`config.mk`:
```
export PLATFORM = sky130hd
export DESIGN_NAME = jdef_mul
export DESIGN_NICKNAME = d
export VERILOG_FILES = /design/src/rtl/core/jdef_pkg.sv /design/src/rtl/core/jdef_mul.sv
export SDC_FILE = /design/constraint.sdc
export NUM_CORES = 2
export LEC_CHECK = 0
export ABC_AREA = 1
export ABC_CLOCK_PERIOD_IN_PS = 5700
export BUFFER_PORTS_ARGS = -buffer_cell sky130_fd_sc_hd__buf_2
export CORE_MARGIN = 1
export CORE_UTILIZATION = 59
export DETAILED_ROUTE_END_ITERATION = 7
export GPL_ROUTABILITY_DRIVEN = 0
export MAX_ROUTING_LAYER = met4
export PLACE_DENSITY = 0.79
export SYNTH_ARGS = -nofsm -noshare
export SYNTH_HDL_FRONTEND = slang
export SYNTH_SLANG_ARGS = --single-unit
```
`constraint.sdc`:
```
create_clock -name i_clk -period 5.7 [get_ports i_clk]
set_input_delay 1.14 -clock i_clk [delete_from_list [all_inputs] [get_ports i_clk]]
set_output_delay 1.14 -clock i_clk [all_outputs]
set_load 0.05 [all_outputs]
```
`src/rtl/core/jdef_pkg.sv`:
```
// Shared constants, types and helpers for the joint double exponential filter.
// No dependencies; every other file of the block imports this package.
package jdef_pkg;

    localparam int NUM_JOINTS = 25;
    localparam int IDX_W      = 5;
    localparam int POS_W      = 32;

    // Configuration port
    localparam int CFG_IDX_W = 3;
    localparam int CFG_DAT_W = 21;
    localparam logic [CFG_IDX_W-1:0] CFG_SMOOTHING  = 3'd0;
    localparam logic [CFG_IDX_W-1:0] CFG_CORRECTION = 3'd1;
    localparam logic [CFG_IDX_W-1:0] CFG_PREDICTION = 3'd2;
    localparam logic [CFG_IDX_W-1:0] CFG_JITTER     = 3'd3;
    localparam logic [CFG_IDX_W-1:0] CFG_MAXDEV     = 3'd4;

    localparam logic [16:0] RST_SMOOTHING  = 17'd16384;
    localparam logic [16:0] RST_CORRECTION = 17'd16384;
    localparam logic [18:0] RST_PREDICTION = 19'd16384;
    localparam logic [20:0] RST_JITTER     = 21'd1966;
    localparam logic [20:0] RST_MAXDEV     = 21'd3277;
    localparam logic [16:0] WGT_ONE        = 17'd65536;
    localparam logic [20:0] JITTER_MIN     = 21'd7;

    // Datapath widths
    localparam int MUL_AW = 36;  // signed operand of the weight multiplier
    localparam int MUL_WW = 19;  // unsigned Q3.16 weight
    localparam int MUL_RW = 39;  // signed floor(a * w / 2^16)
    localparam int VL_CW  = 33;  // signed vector component
    localparam int VL_LW  = 34;  // vector length
    localparam int DIV_NW = 38;  // ratio numerator
    localparam int DIV_DW = 34;  // ratio denominator
    localparam int DIV_QW = 17;  // ratio, at most 1.0 in Q1.16

    typedef struct packed {
        logic [2:0][POS_W-1:0] raw;
        logic [2:0][POS_W-1:0] filt;
        logic [2:0][POS_W-1:0] trend;
        logic [1:0]            fc;
    } t_jstate;

    function automatic logic signed [POS_W-1:0] sat32(input logic signed [39:0] v);
        logic signed [POS_W-1:0] res;
        if (v > 40'sd2147483647) begin
            res = 32'sh7FFF_FFFF;
        end else if (v < -40'sd2147483648) begin
            res = 32'sh8000_0000;
        end else begin
            res = v[POS_W-1:0];
        end
        return res;
    endfunction

endpackage

```
`src/rtl/core/jdef_mul.sv`:
```
// Three-stage weight multiplier: floor(a * w / 65536) for signed a, unsigned w.
// Depends on jdef_pkg; the operand is split into two 18-bit halves.
module jdef_mul (
    input  logic                                i_clk,
    input  logic                                i_rst_n,
    input  logic                                i_start,
    input  logic signed [jdef_pkg::MUL_AW-1:0]  i_a,
    input  logic        [jdef_pkg::MUL_WW-1:0]  i_w,
    output logic                                o_done,
    output logic signed [jdef_pkg::MUL_RW-1:0]  o_res
);
    import jdef_pkg::*;

    logic [MUL_AW-1:0] r_mag;
    logic [MUL_WW-1:0] r_w;
    logic              r_neg1, r_neg2;
    logic              r_v1, r_v2;
    logic [36:0]       r_plo, r_phi;
    logic [55:0]       sum;
    logic [55:0]       sum_up;

    always_comb begin
        sum    = 56'(r_plo) + (56'(r_phi) << 18);
        sum_up = sum + 56'd65535;
    end

    always_ff @(posedge i_clk) begin
        if (!i_rst_n) begin
            r_v1   <= 1'b0;
            r_v2   <= 1'b0;
            o_done <= 1'b0;
        end else begin
            r_v1   <= i_start;
            r_v2   <= r_v1;
            o_done <= r_v2;
        end
        // magnitude and sign
        r_mag  <= i_a[MUL_AW-1] ? MUL_AW'(-i_a) : MUL_AW'(i_a);
        r_neg1 <= i_a[MUL_AW-1];
        r_w    <= i_w;
        // partial products
        r_plo  <= 37'(r_mag[17:0] * r_w);
        r_phi  <= 37'(r_mag[35:18] * r_w);
        r_neg2 <= r_neg1;
        // round toward minus infinity
        o_res  <= r_neg2 ? -$signed(MUL_RW'(sum_up >> 16)) : $signed(MUL_RW'(sum >> 16));
    end

endmodule

```
# Word-level counts from Yosys, hierarchy flattened
# Index checks and enable logic that the tools add are counted.
# classes
muxes	2
add_sub_neg	4
mul	2
# op_table
cell	n
multiplier 18 x 19 -> 37 bit	2
adder 37 x 55 -> 55 bit	1
adder 55 x 16 -> 55 bit (second input constant)	1
two-way mux 39 bit	1
negation 39 bit	1
negation 36 bit	1
two-way mux 35 bit	1
# word_totals
register_bits	173
elab_cells	19

# Logic depth before layout (Yosys ltp)
# depth
ltp_word	4
ltp_mapped	32

# Worst setup path before layout
# Ideal clock, no wire load.
# synth_path
path_type	reg2reg
start	register r_mag[23]
end	register r_phi[36]
path_stages_with_launch	23
path_slack_ns	-0.424
setup_time_ns	0.072
t_arrival_ns	6.052
period_less_slack_ns	6.124
cell_sequence	dfxtp_1 > clkbuf_1 > buf_1 > nand2_1 > fa_1 > fa_1 > fa_1 > fa_1 > inv_1 > fa_1 > inv_1 > fa_1 > inv_1 > ha_1 > a21oi_1 > a21boi_0 > o21ai_0 > a21boi_0 > o21ai_0 > a21boi_0 > o21ai_0 > a21oi_1 > xor2_1
# synth_via
elab_chain_len	1
# synth_lines
element	line	source
start: declaration	jdef_mul.sv:14	logic [MUL_AW-1:0] r_mag;
start signal: assignment	jdef_mul.sv:38	r_mag <= i_a[MUL_AW-1] ? MUL_AW'(-i_a) : MUL_AW'(i_a);
multiplier 18 x 19 -> 37 bit	jdef_mul.sv:43	r_phi <= 37'(r_mag[35:18] * r_w);
end signal: assignment	jdef_mul.sv:43	
end: declaration	jdef_mul.sv:18	logic [36:0] r_plo, r_phi;
# No other way between the ends.
# A chain may end at the register's enable or synchronous reset.

# Final worst setup path
# layout_path
start	register r_w[4]
end	register r_phi[26]
# layout_via
elab_chain_len	1
# layout_lines
element	line	source
start: declaration	jdef_mul.sv:15	logic [MUL_WW-1:0] r_w;
start signal: assignment	jdef_mul.sv:40	r_w <= i_w;
multiplier 18 x 19 -> 37 bit	jdef_mul.sv:43	
# No other way between the ends.

==> summary.md <==
| Metric | Value |
|---|---|
| Largest family of logic cells by synthesized area | `adder cells` |
| Via count | `27,191` |
| Pin count of the biggest net entering global routing | `42` |
| RSZ-0062 raised after global routing | `true` |
| CTS sink cnt | `between 150 and 200` |
| Crit path time final | `around 5.6 ns` |
| Area contributors post-synth | `fa_1 34%, nand2_1 15%, inv_1 13%, dfxtp_1 11%, ha_1 9.6%` |
| Clock buffer depth | `2` |
| Failing checks | `design-rule violations` |
| Post-placement cell count | `slightly above 5,000` |
| Min-Delay Startpoint | `r_v1` |
| Synth async-reset ratio | `0%` |
| Ys flop type | `dfxtp_1` |
| Hold WC Path Type | `register to register` |
| Initial core utilization | `60.1%` |
| Mean Syn Cell Area | `about 7.4 µm²` |
| Top post-synthesis cells by count | `1,257 x nand2_1, 1,137 x inv_1, 545 x fa_1` |
| Simple-Gate Fraction of Synth Area | `approximately 22%` |
| Post-route DRC | `9` |
| Post-synthesis sequential area ratio | `10.9%` |
| WL/cell | `between 15 and 20 µm` |
| Core area | `between 0.05 and 0.06 mm²` |
| Compound-Gate Fraction of Synth Area | `under 10%` |
| Crit Path Category | `register to register` |
| Synthesis-to-finish area growth | `13.6%` |
| Hold Path End | `r_v2` |
| Final WL | `79.7 mm` |
| Most numerous cell in the Yosys netlist | `nand2_1` |
| Maxcap violations | `0` |
| Initial antenna violation count | `1` |
| Status | `finished, violations left` |
| First-pass GRT wire length | `between 100 and 150 mm` |
| I/O Buffers | `97` |
| Area leader, netlist | `fa_1` |
| DRT antenna net count | `0` |
| Flops & latches, synth | `~170` |
| Ports | `approximately 100` |
| Area of the multi-input gates | `0.0239 mm²` |
| WHS | `between 0.4 and 0.5 ns` |
| Worst-case reg-to-reg path depth | `24` |
| Worst hold path stage count | `2` |
| Worst rel slew slack | `about 25%` |
| Total track usage | `a little over 30%` |
| Die Ht | `roughly 230 µm` |
| Period utilization | `between 90% and 100%` |
| Fraction of layout cells with a size suffix above 1 | `between 10% and 20%` |
| Fillers | `approximately 4,200` |
| Final hold vios | `0` |
| Worst-Skew Late Latency | `roughly 0.50 ns` |
| Vias per inst | `5.21` |
| Hold_buf cts | `0` |
| Clock transition at path regs | `0.07 ns` |
| Reg2Reg Setup Slack | `between 0.05 and 0.06 ns` |
| Syn Std Cell Area | `roughly 0.032 mm²` |
| Synth Area in XOR/XNOR | `3.72%` |
| Fmax | `approximately 180 MHz` |
| CP required | `roughly 6 ns` |
| Slew Limit Fails | `0` |
| H-tree depth | `4` |
| Drt pass-1 iters | `8` |
| CTS Buf Count | `17` |
| Clk_skew | `a little over 0.01 ns` |
| Post-Syn Instances | `4,311` |
| Ys Warns | `0` |
| Post-synth EDFFs | `0` |
| CTS tree | `done` |
| Iter 0 DRT Violations | `between 1,500 and 2,000` |
| WP data arrival | `slightly above 6 ns` |
| HPWL after detailed placement | `63.9 mm` |
| Net Count, Synth | `5,157` |
| CP max FO | `7` |
| Post-synthesis mux area share | `0%` |
| Worst r2r src | `r_w[4]` |
| Startpoint Class | `register` |
| Root Driver | `clkbuf_16` |
| Total grt overflow | `0` |
| Die Wd | `around 230 µm` |
| Worst Tran Pin Value | `1.13 ns` |
| Die area | `roughly 0.055 mm²` |
| Cell variety after synth | `51` |
| Core Rows | `84` |
| Worst R2R End | `r_phi[26]` |
| Finished Layout Cells | `around 5,200` |
| Adder-Cell Fraction of Synth Area | `a little over two fifths` |
| FF/Latch Area | `0.00353 mm²` |
| Final setup viols | `0` |
| Area share of the largest cell type after synthesis | `approximately a third` |
| Vias in the first global route | `around 27,000` |
| Nets | `around 5,400` |
| Worst Setup End Kind | `register` |
-- stage by stage --
step	TNS, ns	instance area, µm²	setup WS, ns	util, %
floorplan	-0.0542	31900	-0.0271	-
global placement	-0.0122	34500	-0.0122	65.2
detailed placement	-1.28	34500	-0.135	65.2
CTS	-0.00177	35200	-0.00145	66.5
global route	-0.723	36100	-0.125	68.3
finish	0	36100	0.0594	68.3
-- kinds of logic after synthesis --
group | after synthesis
DFF | 173
buffers and inverters | 1313
xor gates and xnor gates | 131
AOI/OAI and AO/OA | 215
adders and majority gates | 788
and+or+nand+nor | 1691
-- worst max-delay path, stage by stage (launching register included) --
cell      delay [ns]
dfxtp_4         0.39
buf_12          0.16
nand2_1         0.06
inv_1           0.05
fa_1            0.52
inv_1           0.06
fa_2            0.39
fa_1            0.50
fa_1            0.53
inv_2           0.04
fa_1            0.52
inv_1           0.05
fa_1            0.55
inv_2           0.05
ha_4            0.23
a21oi_4         0.16
a21boi_4        0.25
o21ai_4         0.10
a21oi_2         0.20
o21ai_2         0.10
a21boi_2        0.21
buf_4           0.14
buf_4           0.10
buf_4           0.09
xnor2_1         0.10
-- state kept, by name, summed over array words and instances, names as in the netlist --
register,cells
o_res,39
r_v1,1
r_plo,37
o_done,1
r_neg1,1
r_mag,36
r_neg2,1
r_phi,37
r_v2,1
r_w,19
-- how the worst max path moves through the flow --
stage | from | to | slack [ns] | depth (start not counted)
final | r_w[4] | r_phi[26] | 0.06 | 24
after global routing | r_w[2] | r_phi[34] | -0.12 | 24
after CTS | r_w[5] | r_phi[34] | -0.001 | 26
after detailed placement | r_w[5] | r_plo[27] | -0.13 | 27
after global placement | r_mag[26] | r_phi[27] | -0.01 | 27
after floorplan | r_w[5] | r_phi[34] | -0.03 | 24
-- final cells by class --
cell class,count,area share (%)
multi-input cells,2825,66.2
inverters,1154,12.0
flip-flops and latches,173,9.77
repair buffers,342,8.08
well taps,688,2.38
clock buffers,18,1.22
clock inverters,14,0.395
diodes,1,0.00693
-- placed cells by master, fill, tap and decap left out, drive strengths merged, types with 7 or more instances in the layout --
cell    Yosys  routed
nand3     130     130
a21oi      84      84
nor4        8       8
o21bai     11      11
o21ai      80      80
xnor2      38      38
buf        17     337
inv      1152    1160
nand4      28      28
a31oi      10      10
clkbuf    142      23
or2         7       7
ha        243     243
nor2      193     193
xor2       93      93
nor3       26      26
fa        545     545
a21boi     11      11
dfxtp     173     173
nand2    1290    1290
-- repair_timing --
action | in CTS | in global routing
resized for setup | 32 | 155
pin swaps | 7 | 76
gates cloned | 0 | 5
setup endpoints to repair | 19 | 32
buffers inserted | 3 | 25
-- layer usage --
layer | vias up | wire [µm] | GRT usage, %
li1 | 12842 | - | -
met1 | 12991 | 32900 | 40.1
met2 | 1161 | 37200 | 49.0
met3 | 197 | 6610 | 4.66
met4 | 0 | 2920 | 11.4
met5 | - | 0 | -
Power is left out: the tool's default activity adds up to more than one toggle a clock period on the data nets, which glitch-free logic cannot reach.
