--- src/rtl/core/jdef_pkg.sv ---
// Shared constants, types and helpers for the joint double exponential filter.
// No dependencies; every other file of the block imports this package.
package jdef_pkg;

    localparam int NUM_JOINTS = 25;
    localparam int IDX_W      = 5;
    localparam int POS_W      = 32;

    // Configuration port
    localparam int CFG_IDX_W = 3;
    localparam int CFG_DAT_W = 21;
    localparam logic [CFG_IDX_W-1:0] CFG_SMOOTHING  = 3'd0;
    localparam logic [CFG_IDX_W-1:0] CFG_CORRECTION = 3'd1;
    localparam logic [CFG_IDX_W-1:0] CFG_PREDICTION = 3'd2;
    localparam logic [CFG_IDX_W-1:0] CFG_JITTER     = 3'd3;
    localparam logic [CFG_IDX_W-1:0] CFG_MAXDEV     = 3'd4;

    localparam logic [16:0] RST_SMOOTHING  = 17'd16384;
    localparam logic [16:0] RST_CORRECTION = 17'd16384;
    localparam logic [18:0] RST_PREDICTION = 19'd16384;
    localparam logic [20:0] RST_JITTER     = 21'd1966;
    localparam logic [20:0] RST_MAXDEV     = 21'd3277;
    localparam logic [16:0] WGT_ONE        = 17'd65536;
    localparam logic [20:0] JITTER_MIN     = 21'd7;

    // Datapath widths
    localparam int MUL_AW = 36;  // signed operand of the weight multiplier
    localparam int MUL_WW = 19;  // unsigned Q3.16 weight
    localparam int MUL_RW = 39;  // signed floor(a * w / 2^16)
    localparam int VL_CW  = 33;  // signed vector component
    localparam int VL_LW  = 34;  // vector length
    localparam int DIV_NW = 38;  // ratio numerator
    localparam int DIV_DW = 34;  // ratio denominator
    localparam int DIV_QW = 17;  // ratio, at most 1.0 in Q1.16

    typedef struct packed {
        logic [2:0][POS_W-1:0] raw;
        logic [2:0][POS_W-1:0] filt;
        logic [2:0][POS_W-1:0] trend;
        logic [1:0]            fc;
    } t_jstate;

    function automatic logic signed [POS_W-1:0] sat32(input logic signed [39:0] v);
        logic signed [POS_W-1:0] res;
        if (v > 40'sd2147483647) begin
            res = 32'sh7FFF_FFFF;
        end else if (v < -40'sd2147483648) begin
            res = 32'sh8000_0000;
        end else begin
            res = v[POS_W-1:0];
        end
        return res;
    endfunction

endpackage

--- src/rtl/core/jdef_vlen.sv ---
// Vector length unit: floor square root of the sum of squares, three squares
// then one root bit per cycle. Depends on jdef_pkg.
module jdef_vlen (
    input  logic                               i_clk,
    input  logic                               i_rst_n,
    input  logic                               i_start,
    input  logic signed [jdef_pkg::VL_CW-1:0]  i_a,
    input  logic signed [jdef_pkg::VL_CW-1:0]  i_b,
    input  logic signed [jdef_pkg::VL_CW-1:0]  i_c,
    output logic                               o_done,
    output logic        [jdef_pkg::VL_LW-1:0]  o_len
);
    import jdef_pkg::*;

    typedef enum logic [1:0] {ST_IDLE, ST_SQ, ST_RT} t_state;

    t_state             r_state;
    logic [30:0]        r_m [3];
    logic [1:0]         r_s;
    logic [1:0]         r_k;
    logic [63:0]        r_acc;
    logic [63:0]        r_rad;
    logic [33:0]        r_rem;
    logic [31:0]        r_root;
    logic [4:0]         r_cnt;

    logic [VL_CW-1:0]   ma, mb, mc, mx;
    logic [1:0]         shift;
    logic [61:0]        sq;
    logic [35:0]        rem_sh, trial;
    logic [31:0]        root_nx;
    logic [33:0]        rem_nx;

    always_comb begin
        ma = i_a[VL_CW-1] ? VL_CW'(-i_a) : VL_CW'(i_a);
        mb = i_b[VL_CW-1] ? VL_CW'(-i_b) : VL_CW'(i_b);
        mc = i_c[VL_CW-1] ? VL_CW'(-i_c) : VL_CW'(i_c);
        mx = ma;
        if (mb > mx) begin
            mx = mb;
        end
        if (mc > mx) begin
            mx = mc;
        end
        if (mx[32]) begin
            shift = 2'd2;
        end else if (mx[31]) begin
            shift = 2'd1;
        end else begin
            shift = 2'd0;
        end
        sq     = 62'(r_m[r_k] * r_m[r_k]);
        rem_sh = {r_rem, r_rad[63:62]};
        trial  = {2'b00, r_root, 2'b01};
        if (rem_sh >= trial) begin
            rem_nx  = 34'(rem_sh - trial);
            root_nx = {r_root[30:0], 1'b1};
        end else begin
            rem_nx  = 34'(rem_sh);
            root_nx = {r_root[30:0], 1'b0};
        end
    end

    always_ff @(posedge i_clk) begin
        if (!i_rst_n) begin
            r_state <= ST_IDLE;
            o_done  <= 1'b0;
        end else begin
            o_done <= 1'b0;
            case (r_state)
                ST_IDLE: begin
                    if (i_start) begin
                        r_m[0]  <= 31'(ma >> shift);
                        r_m[1]  <= 31'(mb >> shift);
                        r_m[2]  <= 31'(mc >> shift);
                        r_s     <= shift;
                        r_k     <= 2'd0;
                        r_acc   <= '0;
                        r_state <= ST_SQ;
                    end
                end
                ST_SQ: begin
                    r_acc <= r_acc + 64'(sq);
                    r_k   <= r_k + 2'd1;
                    if (r_k == 2'd2) begin
                        r_rad   <= r_acc + 64'(sq);
                        r_rem   <= '0;
                        r_root  <= '0;
                        r_cnt   <= '0;
                        r_state <= ST_RT;
                    end
                end
                ST_RT: begin
                    r_rad  <= r_rad << 2;
                    r_rem  <= rem_nx;
                    r_root <= root_nx;
                    r_cnt  <= r_cnt + 5'd1;
                    if (r_cnt == 5'd31) begin
                        o_len   <= VL_LW'(root_nx) << r_s;
                        o_done  <= 1'b1;
                        r_state <= ST_IDLE;
                    end
                end
                default: r_state <= ST_IDLE;
            endcase
        end
    end

endmodule

--- config.mk ---
export PLATFORM = sky130hd
export DESIGN_NAME = jdef_vlen
export DESIGN_NICKNAME = d
export VERILOG_FILES = /design/src/rtl/core/jdef_pkg.sv /design/src/rtl/core/jdef_vlen.sv
export SDC_FILE = /design/constraint.sdc
export NUM_CORES = 2
export LEC_CHECK = 0
export ABC_AREA = 1
export BUFFER_PORTS_ARGS = -buffer_cell sky130_fd_sc_hd__buf_2
export CORE_UTILIZATION = 50
export CTS_CLUSTER_DIAMETER = 30
export DETAILED_ROUTE_END_ITERATION = 16
export GPL_TIMING_DRIVEN = 0
export PLACE_DENSITY = 0.66
export SLEW_MARGIN = 20
export SYNTH_ARGS = -nofsm -noshare
export SYNTH_HDL_FRONTEND = slang
export SYNTH_SLANG_ARGS = --single-unit
--- constraint.sdc ---
create_clock -name i_clk -period 20.3 [get_ports i_clk]
set_clock_uncertainty 0.15 [all_clocks]
set_input_delay 4.06 -clock i_clk [delete_from_list [all_inputs] [get_ports i_clk]]
set_output_delay 4.06 -clock i_clk [all_outputs]
set_load 0.05 [all_outputs]
# Word level (Yosys, flattened, before mapping)
# Memory sizes are Yosys's and may differ from the RTL's. A register that Yosys moved wholly into a read port is not among the register bits.
# Index checks and enable logic that the tools add are counted.
# word_totals
reg_bits,240
mem_bits_rw,93
inputBits,102
output_inout_bits,35
wordCells,73
memories,1
# op_classes
add_sub_neg,7
multipliers,1
order_cmp,3
n_eq_ne,7
shifts,4
n_mux,31
reduce_logical,9
# memory_table
name,depth,width,read_ports,rd_clocked_by_memory_dff,write_ports,line,rtl
r_m,3,31,1,1,3,jdef_vlen.sv:18,logic [30:0] r_m [3];
# ops
op,count
one-hot mux 64 bit (2 select lines),2
two-way mux 33 bit,5
two-way mux 64 bit,2
negation 33 bit,3
>> shifter 33 x 2 -> 31 bit,3
two-way mux 34 bit,2
one-hot mux 34 bit (2 select lines),1
greater-than comparator 33 bit,2
adder 64 x 62 -> 64 bit,1
one-hot mux 32 bit (2 select lines),1
multiplier 31 x 31 -> 62 bit,1
>= comparator 36 x 34 -> 1 bit,1
<< shifter 32 x 2 -> 34 bit,1
subtractor 34 bit,1
two-way mux 32 bit,1
AND reduction 3 bit,5
two-way mux 2 bit,6
one-hot mux 5 bit (2 select lines),1
two-way mux 1 bit,7
"inequality test 2 bit, second input constant",3
one-hot mux 2 bit (3 select lines),1
"adder 5 x 1 -> 5 bit, second input constant",1
"equality test 5 bit, second input constant",1
two-way mux 5 bit,1
7 further kinds,9

# Logic depth before layout (Yosys ltp)
# logic_depth
word_depth,9
depth_mapped,45

# Worst setup path after synthesis
# No wires, ideal clock.
# synth_timing
kind,input-to-reg
from,input i_rst_n
to,"register r_cnt[0], enable pin"
setup_ps,674
arrival_time_ps,10679
t_required_ps,19476
slack_ps,8797
path_stages,2
n_path_buf,0
cell_sequence,inv_1 -> a21oi_1
# synth_via
elab_chain_cells,1
# synth_rtl
item,line,rtl
"start, declared",jdef_vlen.sv:5,"input logic i_rst_n,"
AND reduction 3 bit (no line),--,
"end signal, assigned",jdef_vlen.sv:97,r_cnt <= r_cnt + 5'd1;
"end, declared",jdef_vlen.sv:25,logic [4:0] r_cnt;
# Every way passes these cells.
# A chain may end at the register's enable or synchronous reset.

==> reports/results.ini <==
[sta]
fin_crit_sh_pct = 55.2
fmax_mhz = 89.2
slew_viol_final = 0
slew_headroom_pct = 16.4
tns_ns = 0
grt_setup_unrepaired = false
hold_viol_final = 0
worst_pin_slew_ns = 1.25
setup_viol = 0
min_period_ns = 11.21

[final_layout]
drive_gt1_share_pct = 6.84
nets = 7939
syn_to_final_growth_pct = 10.7

[logic_synthesis]
netlist_area_sq_um = 52600
synth-warning-count = 0
yosys.area.top_type_share_pct = 30.4
synth-edff-count = 330
yosysSeqAreaShare_pct = 19.0
synthTopCellsByCount = 1515 x inv_1, 1036 x nand2_1, 799 x fa_1, 793 x nor2_1, 375 x ha_1
synth_most_common_cell = inv_1
synthFlopType = edfxtp_1
netlist-cell-type-count = 55
synth_top_cell_by_area = fa_1
yosys_register_bits = 335
synthCells = 6433
yosys-top-cells-area = fa_1 30%, edfxtp_1 19%, inv_1 11%
synthArstFlopShare_pct = 0
avgSynthCellArea_sq_um = 8.17
synthesis.nets = 7709

[clock_network]
cts_hold_buf = 0
clk_pin_slew_ns = 0.05
ctsResizeCount = 0
clock_sinks = 335
cts_setup_buffers = 0
cts_tree = done
clkLatencyLatePin_ns = 0.64
cts_root_buf = clkbuf_16
cts-htree-levels = 3
clockBufferDepth = 3
cts_made_buffers = 74

[die]
core_area_sq_um = 104000
ioPinCount = 137
initial_core_util_pct = 50.6
die_h_um = 326
rows = 118
dieArea_sq_um = 106000
fp.dieW_um = 326

[routing]
drt_iter0_markers = 3701
route.met3.wl_um = 13600
drt_first_pass_iters = 6
num_vias = 44210
drc_errors = 0
viasPerCell = 5.45
dr.max_layer_used = met5
wl_per_cell_um = 22.2
wirelength_met1_um = 71400
ant_nets = 0
wl_met2_um = 84100
drt-total-wl_um = 180000

[worst_hold_path]
hp-class = reg2reg

[flow_run]
drv_cap = 0

[placement]
globalplace.congestion = 1.03
hpwl_um = 151000
io_buffers = 134

[worst_setup_path]
crit_path_max_fanout = 10
worstSetupStartpointType = flop
required_ns = 20.53
critPathMaxStageDelay_ns = 0.87
crit_slowest_cell = clkbuf_1
arrival_ns = 11.45
worst_path_most_repeated_cell = inv_1
timing_worst_setup_path_type = reg2reg
worst_setup_path_end_kind = flop

[status]
status = complete, no violations

[global_route]
grt_pass1_vias = 44991
overflow = 0
grt_pass1_wl_um = 271000
track_usage_pct = 34.2
antenna_found_initial = 5
grt_start_max_net_pins = 27

==> sequential cells by signal, summed over array words and instances, names as in the netlist, named ones only <==
register / count
r_cnt: 5
r_k: 2
r_rad: 64
o_len: 34
r_m: 93
r_state: 2
r_s: 2
o_done: 1
r_root: 32
r_acc: 64
r_rem: 34
==> final timing paths <==
path	to	slack (ns)	cells past startpoint	from
worst max-delay path	r_rad[46]	9.09	33	flop
worst min-delay path	r_rad[49]	0.36	2	r_rad[47]
worst max register to register	r_rad[46]	9.09	33	flop
worst min register to register	r_rad[49]	0.36	2	r_rad[47]
==> cells in the final DEF, fill, tap and decap left out, types with 15 or more instances in the layout <==
cell	netlist	final
inv_1	1515	1515
a21oi_1	154	152
clkbuf_1	129	125
nand3_1	320	320
mux2i_1	28	28
clkbuf_16	0	74
nand2_1	1036	1036
edfxtp_1	330	330
nor2_1	793	792
o21bai_1	32	32
a31oi_1	16	16
nor3_1	39	38
or2_2	44	44
o21ai_1	22	25
ha_1	375	375
o21ai_0	256	253
o211ai_1	31	31
xor2_1	123	123
fa_1	799	799
buf_2	59	193
xnor2_1	49	49
nand4_1	123	123
a21o_1	15	15
==> cell type report <==
| cell class | count | area, sq um |
|---|---|---|
| timing repair buffer | 154 | 1100 |
| clock inverter | 56 | 841 |
| clock buffer | 81 | 1910 |
| sequential | 335 | 10000 |
| buffer | 210 | 951 |
| tap | 1380 | 1730 |
| fill | 9813 | 45600 |
| inverter | 1524 | 5720 |
| antenna | 1 | 2.50 |
| multi-input combinational | 4364 | 35900 |
==> cell families (layout without fill, tap and decap cells) <==
| logic type | Yosys count | count (layout) | share of synthesized area (%) |
|---|---|---|---|
| AND/OR/NAND/NOR | 2405 | 2405 | 19.2 |
| adder cells (fa/ha/maj) | 1174 | 1174 | 39.4 |
| XOR/XNOR | 172 | 172 | 2.87 |
| flip-flops | 335 | 335 | 19.0 |
| AO/OA/AOI/OAI | 584 | 584 | 6.32 |
| other | 0 | 1 | 0 |
| multiplexers | 29 | 29 | 0.555 |
| buffers and inverters | 1734 | 2025 | 12.7 |
==> routing by layer <==
layer	vias to the layer above	track usage, %
met1	21687	43.7
li1	20252	-
met2	1815	55.9
met3	452	5.63
met5	-	0
met4	4	18.1
==> worst max-delay path, delay by kind of cell (launching register included) <==
kind,cells,cell delay (ns)
buffers and inverters,12,2.76
AND/OR/NAND/NOR,7,0.96
flip-flops,1,0.47
AO/OA/AOI/OAI,4,1.83
adder cells (fa/ha/maj),9,4.51
XOR/XNOR,1,0.25
==> stage by stage <==
step | utilization (%) | hold WS (ns) | cell area, sq um | std cells | worst slack [ns]
global route | 56.1 | 0.375 | 58200 | 8105 | 8.94
floorplan | - | 0.331 | 52600 | 6433 | 8.80
detailed placement | 53.4 | 0.355 | 55400 | 7965 | 9.10
finish | 56.1 | 0.363 | 58200 | 8105 | 9.09
CTS | 56.0 | 0.360 | 58200 | 8102 | 9.31
global placement | 52.9 | 0.345 | 55000 | 7947 | 5.32
Power is not shown: default switching activity piles up to over one toggle a cycle in this logic, so the estimate is an artifact.
