`src/rtl/core/jdef_pkg.sv`:
```
// Shared constants, types and helpers for the joint double exponential filter.
// No dependencies; every other file of the block imports this package.
package jdef_pkg;

    localparam int NUM_JOINTS = 25;
    localparam int IDX_W      = 5;
    localparam int POS_W      = 32;

    // Configuration port
    localparam int CFG_IDX_W = 3;
    localparam int CFG_DAT_W = 21;
    localparam logic [CFG_IDX_W-1:0] CFG_SMOOTHING  = 3'd0;
    localparam logic [CFG_IDX_W-1:0] CFG_CORRECTION = 3'd1;
    localparam logic [CFG_IDX_W-1:0] CFG_PREDICTION = 3'd2;
    localparam logic [CFG_IDX_W-1:0] CFG_JITTER     = 3'd3;
    localparam logic [CFG_IDX_W-1:0] CFG_MAXDEV     = 3'd4;

    localparam logic [16:0] RST_SMOOTHING  = 17'd16384;
    localparam logic [16:0] RST_CORRECTION = 17'd16384;
    localparam logic [18:0] RST_PREDICTION = 19'd16384;
    localparam logic [20:0] RST_JITTER     = 21'd1966;
    localparam logic [20:0] RST_MAXDEV     = 21'd3277;
    localparam logic [16:0] WGT_ONE        = 17'd65536;
    localparam logic [20:0] JITTER_MIN     = 21'd7;

    // Datapath widths
    localparam int MUL_AW = 36;  // signed operand of the weight multiplier
    localparam int MUL_WW = 19;  // unsigned Q3.16 weight
    localparam int MUL_RW = 39;  // signed floor(a * w / 2^16)
    localparam int VL_CW  = 33;  // signed vector component
    localparam int VL_LW  = 34;  // vector length
    localparam int DIV_NW = 38;  // ratio numerator
    localparam int DIV_DW = 34;  // ratio denominator
    localparam int DIV_QW = 17;  // ratio, at most 1.0 in Q1.16

    typedef struct packed {
        logic [2:0][POS_W-1:0] raw;
        logic [2:0][POS_W-1:0] filt;
        logic [2:0][POS_W-1:0] trend;
        logic [1:0]            fc;
    } t_jstate;

    function automatic logic signed [POS_W-1:0] sat32(input logic signed [39:0] v);
        logic signed [POS_W-1:0] res;
        if (v > 40'sd2147483647) begin
            res = 32'sh7FFF_FFFF;
        end else if (v < -40'sd2147483648) begin
            res = 32'sh8000_0000;
        end else begin
            res = v[POS_W-1:0];
        end
        return res;
    endfunction

endpackage

```
`src/rtl/core/jdef_div.sv`:
```
// Ratio divider: floor(num / den) for a quotient known to fit 17 bits,
// one restoring step per cycle. Depends on jdef_pkg.
module jdef_div (
    input  logic                               i_clk,
    input  logic                               i_rst_n,
    input  logic                               i_start,
    input  logic [jdef_pkg::DIV_NW-1:0]        i_num,
    input  logic [jdef_pkg::DIV_DW-1:0]        i_den,
    output logic                               o_done,
    output logic [jdef_pkg::DIV_QW-1:0]        o_q
);
    import jdef_pkg::*;

    localparam int SH_W = DIV_DW + DIV_QW - 1;

    logic              r_busy;
    logic [DIV_NW-1:0] r_rem;
    logic [SH_W-1:0]   r_dsh;
    logic [DIV_QW-1:0] r_q;
    logic [4:0]        r_cnt;
    logic              fits;

    assign fits = (SH_W'(r_rem) >= r_dsh);

    always_ff @(posedge i_clk) begin
        if (!i_rst_n) begin
            r_busy <= 1'b0;
            o_done <= 1'b0;
        end else begin
            o_done <= 1'b0;
            if (!r_busy) begin
                if (i_start) begin
                    r_rem  <= i_num;
                    r_dsh  <= SH_W'(i_den) << (DIV_QW - 1);
                    r_q    <= '0;
                    r_cnt  <= '0;
                    r_busy <= 1'b1;
                end
            end else begin
                if (fits) begin
                    r_rem <= r_rem - DIV_NW'(r_dsh);
                end
                r_q   <= {r_q[DIV_QW-2:0], fits};
                r_dsh <= r_dsh >> 1;
                r_cnt <= r_cnt + 5'd1;
                if (r_cnt == 5'(DIV_QW - 1)) begin
                    o_q    <= {r_q[DIV_QW-2:0], fits};
                    o_done <= 1'b1;
                    r_busy <= 1'b0;
                end
            end
        end
    end

endmodule

```
`config.mk`:
```
export PLATFORM = sky130hd
export DESIGN_NAME = jdef_div
export DESIGN_NICKNAME = d
export VERILOG_FILES = /design/src/rtl/core/jdef_pkg.sv /design/src/rtl/core/jdef_div.sv
export SDC_FILE = /design/constraint.sdc
export NUM_CORES = 1
export LEC_CHECK = 0
export ABC_AREA = 0
export BUFFER_PORTS_ARGS = -buffer_cell sky130_fd_sc_hd__buf_2
export CAP_MARGIN = 20
export CORE_MARGIN = 1.5
export CORE_UTILIZATION = 55
export CTS_CLUSTER_DIAMETER = 80
export DETAILED_ROUTE_END_ITERATION = 6
export PLACE_DENSITY = 0.78
export SYNTH_ARGS = -nofsm -noshare
export SYNTH_HDL_FRONTEND = slang
export SYNTH_SLANG_ARGS = --single-unit
export TNS_END_PERCENT = 30
```
`constraint.sdc`:
```
create_clock -name i_clk -period 14.15 [get_ports i_clk]
set_input_delay 0.7075 -clock i_clk [delete_from_list [all_inputs] [get_ports i_clk]]
set_output_delay 0.7075 -clock i_clk [all_outputs]
set_load 0.1 [all_outputs]
```
## Word-level counts from Yosys, hierarchy flattened

Index checks and enable logic that the tools add are counted.

- Reduce and logical (&&, ||, !) cells: 5
- Magnitude comparators: 1
- Add/sub/neg operators: 2
- Muxes and demuxes: 13
- Equal/unequal tests: 2

Operator list:

| cell | count |
|---|---|
| 38-bit 2-to-1 mux | 3 |
| 38-bit by 50-bit >= comparator with 1-bit output | 1 |
| 50-bit 2-to-1 mux | 1 |
| 49-bit 2-to-1 mux | 1 |
| 38-bit subtractor | 1 |
| 16-bit 2-to-1 mux | 2 |
| 5-bit 2-to-1 mux | 2 |
| 3-bit AND reduction | 2 |
| 5-bit by 1-bit adder with 5-bit output (second input constant) | 1 |
| 5-bit == test (second input constant) | 1 |
| 1-bit 2-to-1 mux | 4 |
| 2-bit AND reduction | 2 |
| 2-bit by 1-bit != test with 1-bit output (second input constant) | 1 |
| 2-bit nonzero test | 1 |

- Output and inout port bits: 18
- Logic and storage cells: 31
- Register bits: 128
- Input bits: 75

## Depth between registers and ports, before layout

Gate-level depths: netlist (run 1).

- Depth after elaboration: 3
- Gate-level depth with buffers: 11
- Mapped depth without buffers: 11

## Worst setup path before layout (run 1)

OpenSTA, ideal clock, no wires.

- Path type: in2reg
- Start: input i_rst_n
- End: register r_rem[0] (enable)
- Stages on the path: 4
- Arrival time: 4.318 ns
- Buffers on the path: 0
- Required time: 13.703 ns
- Slack: 9.385 ns
- Library setup time: 0.447 ns
- Cell sequence: o21ai_0 -> inv_1 -> nand2b_1 -> o22ai_1

- Longest elaborated chain between the ends: 1

Ends and longest elaborated chain:

| element | RTL line | RTL |
|---|---|---|
| start: declaration | jdef_div.sv:5 | `input logic i_rst_n,` |
| 3-bit AND reduction (no source line) | n/a |  |
| end signal: assignment | jdef_div.sv:33 | `r_rem <= i_num;` |
| end signal: assignment | jdef_div.sv:41 | `r_rem <= r_rem - DIV_NW'(r_dsh);` |
| end: declaration | jdef_div.sv:17 | `logic [DIV_NW-1:0] r_rem;` |

Every way passes these cells.
A chain may end at the register's enable or synchronous reset.

## Final worst setup path (run 1)

- Start: register r_dsh[0]
- End: register r_rem[7] (enable)

- Longest elaborated chain between the ends: 3

Ends and longest elaborated chain:

| element | RTL line | RTL |
|---|---|---|
| start: declaration | jdef_div.sv:18 | `logic [SH_W-1:0] r_dsh;` |
| start signal: assignment | jdef_div.sv:34 | `r_dsh <= SH_W'(i_den) << (DIV_QW - 1);` |
| start signal: assignment | jdef_div.sv:44 | `r_dsh <= r_dsh >> 1;` |
| 38-bit by 50-bit >= comparator with 1-bit output | jdef_div.sv:23 | `assign fits = (SH_W'(r_rem) >= r_dsh);` |
| 2-bit by 1-bit != test with 1-bit output (no source line) | n/a |  |
| 3-bit AND reduction (no source line) | n/a |  |

Every way passes these cells.

==> out/metrics.yaml, run 1 <==
cp_cell_sequence: "ha_1 -> fa_1 -> nor2b_1 -> o21bai_1 -> a31oi_1 -> a21o_1 -> a31oi_1 -> o21ai_0 -> a21oi_1 -> o22ai_4 -> buf_4"
critical_path.startpoint_type: "register"
ys_ff_latch: 128
total_die_area_sq_um: 13900
cellLeakagePower_nw: 3.46
start_util: 0.570
vias_after_detailed_routing: 5167
worst_r2r_startpoint: "r_dsh[0]"
final_period_minus_worst_setup_slack_ns: 4.04
clock_network_latency_to_the_later_pin_of_the_worst_skew_pair_ns: 0.43
synth_flop_cell: "sky130_fd_sc_hd__edfxtp_1"
netlist-cell-type-count: 51
rows: 41
clockBufferDepth: 2
synth_largest_area_cell: "sky130_fd_sc_hd__edfxtp_1"
number_of_antenna_violations_at_the_first_check_in_global_routing: 0
critPathRequiredTime_ns: 14.25
grt_pass1_wl_um: 24700
place_area_sq_um: 7910
final.fill_count: 951
crit_share_post_route: 0.286
htreeDepth: 4
synthesized_netlist_net_count: 751
finalWeightedCongestion: 0.884
critical_path_s_most_frequent_cell: "sky130_fd_sc_hd__a31oi_1"
viasPerCell: 5.70
crit_path_end_kind: "register"
placeable_core_area_sq_um: 12800
cts_num_sinks: 128
cts_tree: "done"
synth_warn: 0
run_status: "finished clean"
power_per_cell_area_nw_per_um2: 129
min-delay-start: "r_q[15]"
reg2reg_slack_ns: 10.11
grt_overflow: 0
floorplan.io_pins: 93
hp-class: "reg2reg"
timing_worst_setup_path_type: "reg2reg"
synth_area_per_cell_sq_um: 11.5
rsz_0062_raised_after_global_routing: "false"
tns_ns: 0
max_freq_mhz: 247
post_cts_buffers: 0
antenna_cells_inserted: 0
ys_seq_area_frac: 0.525
async_flop_share: 0
routedWlPerCell_um: 16.4
layout_cells_sized_above_1: 0.267
peakVddDrop_mv: 0.0761
power_mw: 1.09
detail_route.drc_violations: 0
placed_cells: 876
final_net_count: 839
r2r_end: "r_rem[7]"
netlist_top_cells_count: "sky130_fd_sc_hd__edfxtp_1 (126), sky130_fd_sc_hd__mux2_2 (60), sky130_fd_sc_hd__inv_1 (55)"
skew_ns: 0.0105
die_width_um: 118
cp.arrival_ns: 4.14
dr.pass1.iters: 5
postRouteWirelength_um: 14900
post_cts_resized: 0
grt_usage: 0.225
path_clk_slew_ns: 0.06
instances_no_fill: 907
grt_pass1_vias: 5152
yosys.cell_count.top_type: "sky130_fd_sc_hd__edfxtp_1"
postCtsHoldBufs: 0
maxCapViolCount: 0
slew_of_the_pin_with_the_lowest_slew_margin_ns: 0.948
postLayoutCoreUtil: 0.664
slew_headroom: 0.368
setup_violations: 0
detailed_place_hpwl_um: 10600
chipHeight_um: 118
synthCells: 635
hold-path-endpoint: "o_q[16]"
clock-root-buffer: "sky130_fd_sc_hd__clkbuf_16"
timing.final.max_slew_violations: 0
postRouteAntennaNets: 0
netlist_top_cells_area: "sky130_fd_sc_hd__edfxtp_1 (52%), sky130_fd_sc_hd__mux2_2 (9.3%), sky130_fd_sc_hd__ha_1 (6.9%), sky130_fd_sc_hd__xnor2_1 (3.0%), sky130_fd_sc_hd__inv_1 (2.8%)"
final_instance_area_sq_um: 8490
final_hold_viol_count: 0
worstRegToRegCells: 11
worst_hold_path.num_cells: 0
count_of_flip_flops_with_a_built_in_enable_after_synthesis: 126
netlist.area_leader.share: 0.519
grt_max_degree: 79
numCtsBuffers: 17
slowest_delay_ns: 0.59
crit_fanout: 20
synthToLayoutAreaGrowth_pct: 16.4
syn_area_sq_um: 7290
drt_iter0_markers: 369
worst_path_max_delay_cell: "sky130_fd_sc_hd__o22ai_4"
port-buffer-count: 92
## worst max-delay path, delay by kind of cell (launching register included)
family | cells | cell delay [ns]
fa+ha+maj | 2 | 0.63
compound gates | 7 | 2.08
simple gates | 1 | 0.18
buf+inv | 1 | 0.41
flops | 1 | 0.41
## cell usage in the layout, fill, tap and decap left out, types with 3 or more instances in the layout
cell                        count
sky130_fd_sc_hd__a211oi_1       5
sky130_fd_sc_hd__a21boi_0       4
sky130_fd_sc_hd__a21o_1        20
sky130_fd_sc_hd__a21oi_1       39
sky130_fd_sc_hd__a21oi_2        3
sky130_fd_sc_hd__a31oi_1        5
sky130_fd_sc_hd__and2_1        17
sky130_fd_sc_hd__and3_1         8
sky130_fd_sc_hd__buf_2         92
sky130_fd_sc_hd__buf_4          4
sky130_fd_sc_hd__bufinv_16      3
sky130_fd_sc_hd__clkbuf_16     17
sky130_fd_sc_hd__clkinv_2       6
sky130_fd_sc_hd__edfxtp_1     126
sky130_fd_sc_hd__ha_1          40
sky130_fd_sc_hd__inv_1         54
sky130_fd_sc_hd__mux2_2        60
sky130_fd_sc_hd__nand2_1       38
sky130_fd_sc_hd__nand2b_1       3
sky130_fd_sc_hd__nand3_1       13
sky130_fd_sc_hd__nand4_1       11
sky130_fd_sc_hd__nor2_1        41
sky130_fd_sc_hd__nor2b_1        4
sky130_fd_sc_hd__nor3_1         6
sky130_fd_sc_hd__nor4_1         7
sky130_fd_sc_hd__o21a_1         6
sky130_fd_sc_hd__o21ai_0       22
sky130_fd_sc_hd__o21bai_1       8
sky130_fd_sc_hd__o31ai_1        4
sky130_fd_sc_hd__xnor2_1       25
sky130_fd_sc_hd__xor2_1        10
## logic make-up after synthesis
family	count (synthesis)	synth area share
AOI/OAI and AO/OA	136	0.124
and+or+nand+nor	152	0.100
muxes	61	0.0948
xor gates and xnor gates	35	0.0421
adders and majority gates	41	0.0714
buffers and inverters	82	0.0422
DFF	128	0.525
## power by group
part	leakage [nW]	internal [mW]	switching, mW
combinational	1.97	0.0886	0.115
clock	0.282	0.273	0.158
sequential	1.22	0.449	0.00998
total	3.46	0.811	0.283
## per-stage QoR
stage | hold WS (ns) | setup slack, ns
3_3_place_gp | 0.404 | 10.41
5_1_grt | 0.438 | 9.86
3_5_place_dp | 0.408 | 10.11
2_1_floorplan | 0.400 | 9.38
4_1_cts | 0.421 | 10.07
6_report | 0.426 | 10.11
## registers in the layout, indices dropped and copies added, names as in the netlist
signal and flops:
r_dsh 50, r_rem 38, o_q 17, r_q 16, r_cnt 5, o_done 1
r_busy 1
## final cells by class
class	count	area [sq um]	share of cell area
Sequential cell	128	3830	0.451
Multi-Input combinational cell	425	3170	0.373
Timing Repair Buffer	96	490	0.0578
Clock buffer	19	433	0.0510
Tap cell	172	215	0.0254
Inverter	55	206	0.0243
Clock inverter	12	144	0.0170
## per-layer routing
layer	part of all wire	up-vias	GRT usage
met2	0.48	197	0.365
met3	0.067	26	0.0615
met1	0.44	2438	0.284
li1	-	2506	-
met5	0	-	0
met4	0.019	0	0.0922
## worst max-delay path by stage
stage                         from         to
after floorplan            i_rst_n   r_rem[0]
after global placement    r_dsh[0]  r_rem[28]
after detailed placement  r_dsh[0]  r_rem[28]
after CTS                 r_dsh[0]   r_rem[7]
after global routing      r_dsh[0]  r_rem[30]
final                     r_dsh[0]   r_rem[7]
Power figures use the tool's default switching activity.
==> run 2, diff against run 1 <==
Settings changed: CORE_UTILIZATION 55 to 53, PLACE_DENSITY 0.78 to 0.79.
Clock period 14.15 ns to 3.3 ns, I/O delays scaled along.
==> run 2 against run 1 <==
- largest cell class unchanged
- fmax increased by 31%
- highest routed layer unchanged
- critical endpoint is now r_rem[27]
- first-iteration DRC count shrank 7.9%
- core utilization shrank 1.9 points
==> out/metrics.yaml, run 2 (same netlist as run 1, synthesis figures left out) <==
antenna_cells_inserted: 0
finalWeightedCongestion: 0.966
postRouteWirelength_um: 15500
maxCapViolCount: 0
rsz_0062_raised_after_global_routing: "false"
grt_pass1_wl_um: 25200
cp.arrival_ns: 3.26
dp_worst_setup_slack_ns: 0.157
drt_iter0_markers: 340
power_per_cell_area_nw_per_um2: 566
regArea_sq_um: 3830
final_hold_viol_count: 0
worstRegToRegCells: 10
rows: 42
mostFrequentLayoutCell: "sky130_fd_sc_hd__edfxtp_1"
final.fill_count: 1035
postLayoutCoreUtil: 0.645
total_die_area_sq_um: 14500
start_util: 0.546
grt_overflow: 0
top_regs: "r_dsh x50, r_rem x38, o_q x17"
clock-root-buffer: "sky130_fd_sc_hd__clkbuf_16"
detailed_place_hpwl_um: 11100
share_clk_of_total_power: 0.413
layout_cells_sized_above_1: 0.270
power.share.switching: 0.251
port-buffer-count: 92
max_freq_mhz: 323
cts_num_sinks: 128
cellLeakagePower_nw: 3.52
timing.final.max_slew_violations: 0
final_period_minus_worst_setup_slack_ns: 3.10
dr.pass1.iters: 7
p_seq_frac: 0.406
detail_route.drc_violations: 0
hold-path-endpoint: "r_rem[3]"
tns_ns: 0
grt_usage: 0.227
clockBufferDepth: 2
pwr-share-comb: 0.181
run_status: "finished clean"
layout_setup_ws_ns: 0.205
htreeDepth: 4
number_of_antenna_violations_at_the_first_check_in_global_routing: 0
numCtsBuffers: 17
largest_reg_flops: 50
cts_tree: "done"
clock_network_latency_to_the_later_pin_of_the_worst_skew_pair_ns: 0.42
timing_worst_setup_path_type: "reg2reg"
routedWlPerCell_um: 16.8
path_clk_slew_ns: 0.05
placed_cells: 885
max_flop_register: "r_dsh"
worst_r2r_startpoint: "r_rem[7]"
min-delay-start: "i_num[3]"
place_area_sq_um: 7970
floorplan.io_pins: 93
critPathRequiredTime_ns: 3.47
multi_input_area_sq_um: 3180
power_mw: 4.87
placeable_core_area_sq_um: 13300
skew_ns: 0.00733
hold_ws_ns: 0.0377
int_power_mw: 3.65
worst_hold_path.num_cells: 3
hp-class: "in2reg"
setup_violations: 0
peakVddDrop_mv: 0.356
postRouteAntennaNets: 0
synthToLayoutAreaGrowth_pct: 18.2
crit_fanout: 14
chipHeight_um: 120
slew_of_the_pin_with_the_lowest_slew_margin_ns: 1.07
reg2reg_slack_ns: 0.20
crit_share_post_route: 0.938
final_net_count: 845
slew_headroom: 0.278
r2r_end: "r_rem[27]"
switchingPower_mw: 1.22
final_instance_area_sq_um: 8610
vias_after_detailed_routing: 5172
die_width_um: 120
grt_pass1_vias: 5180
critical_path.startpoint_type: "register"
layout_common_cells: "sky130_fd_sc_hd__edfxtp_1 (126), sky130_fd_sc_hd__buf_2 (92), sky130_fd_sc_hd__mux2_2 (60)"
grt_max_degree: 47
viasPerCell: 5.63
instances_no_fill: 918
crit_path_end_kind: "register"
==> run 2: worst max path at each step <==
stage          startpoint        end  slack (ns)  cells after the start
5_1_grt          r_rem[0]  r_rem[28]        0.02                     12
3_5_place_dp     r_dsh[0]  r_rem[30]        0.16                     11
2_1_floorplan    r_dsh[0]   r_rem[0]        0.04                     10
3_3_place_gp     r_rem[0]  r_rem[28]        0.28                     12
4_1_cts          r_dsh[0]  r_rem[30]        0.13                     11
6_report         r_rem[7]  r_rem[27]        0.20                     10
==> run 2: power by group through the flow <==
stage / Sequential (mW) / Combinational [mW] / Clock [mW]
global placement: 2.00 / 0.839 / 0
finish: 1.98 / 0.879 / 2.01
floorplan: 1.99 / 0.656 / 0
detailed placement: 2.01 / 0.862 / 0
CTS: 1.98 / 0.872 / 2.04
global route: 1.99 / 0.975 / 2.10
==> run 2: repair_timing <==
action	4_1_cts	5_1_grt
hold buffers	1	0
endpoints found under the setup margin	0	39
hold endpoints to repair	1	0
resized for setup	0	2
setup buffers	0	0
==> run 2: cell type report <==
cell class | count | area share
Clock buffer | 21 | 0.0511
Clock inverter | 11 | 0.0217
Inverter | 55 | 0.0244
Multi-Input combinational cell | 425 | 0.369
Sequential cell | 128 | 0.444
Tap cell | 176 | 0.0256
Timing Repair Buffer | 102 | 0.0639
==> run 2: routing by layer <==
layer / GRT usage / vias to the layer above / routed length (um)
li1: - / 2515 / -
met1: 0.289 / 2457 / 6880
met2: 0.379 / 174 / 7440
met3: 0.0524 / 26 / 832
met4: 0.0853 / 0 / 308
met5: 0 / - / 0
==> run 2: worst max-delay path, stage by stage, from the launching register on <==
cell and delay (ns):
sky130_fd_sc_hd__edfxtp_1 0.37, sky130_fd_sc_hd__ha_1 0.38, sky130_fd_sc_hd__a211oi_1 0.35, sky130_fd_sc_hd__o21a_1 0.19, sky130_fd_sc_hd__o211ai_1 0.10, sky130_fd_sc_hd__a21o_1 0.22
sky130_fd_sc_hd__a31oi_1 0.30, sky130_fd_sc_hd__o21ai_1 0.18, sky130_fd_sc_hd__a21oi_1 0.35, sky130_fd_sc_hd__o22ai_4 0.15, sky130_fd_sc_hd__buf_4 0.25
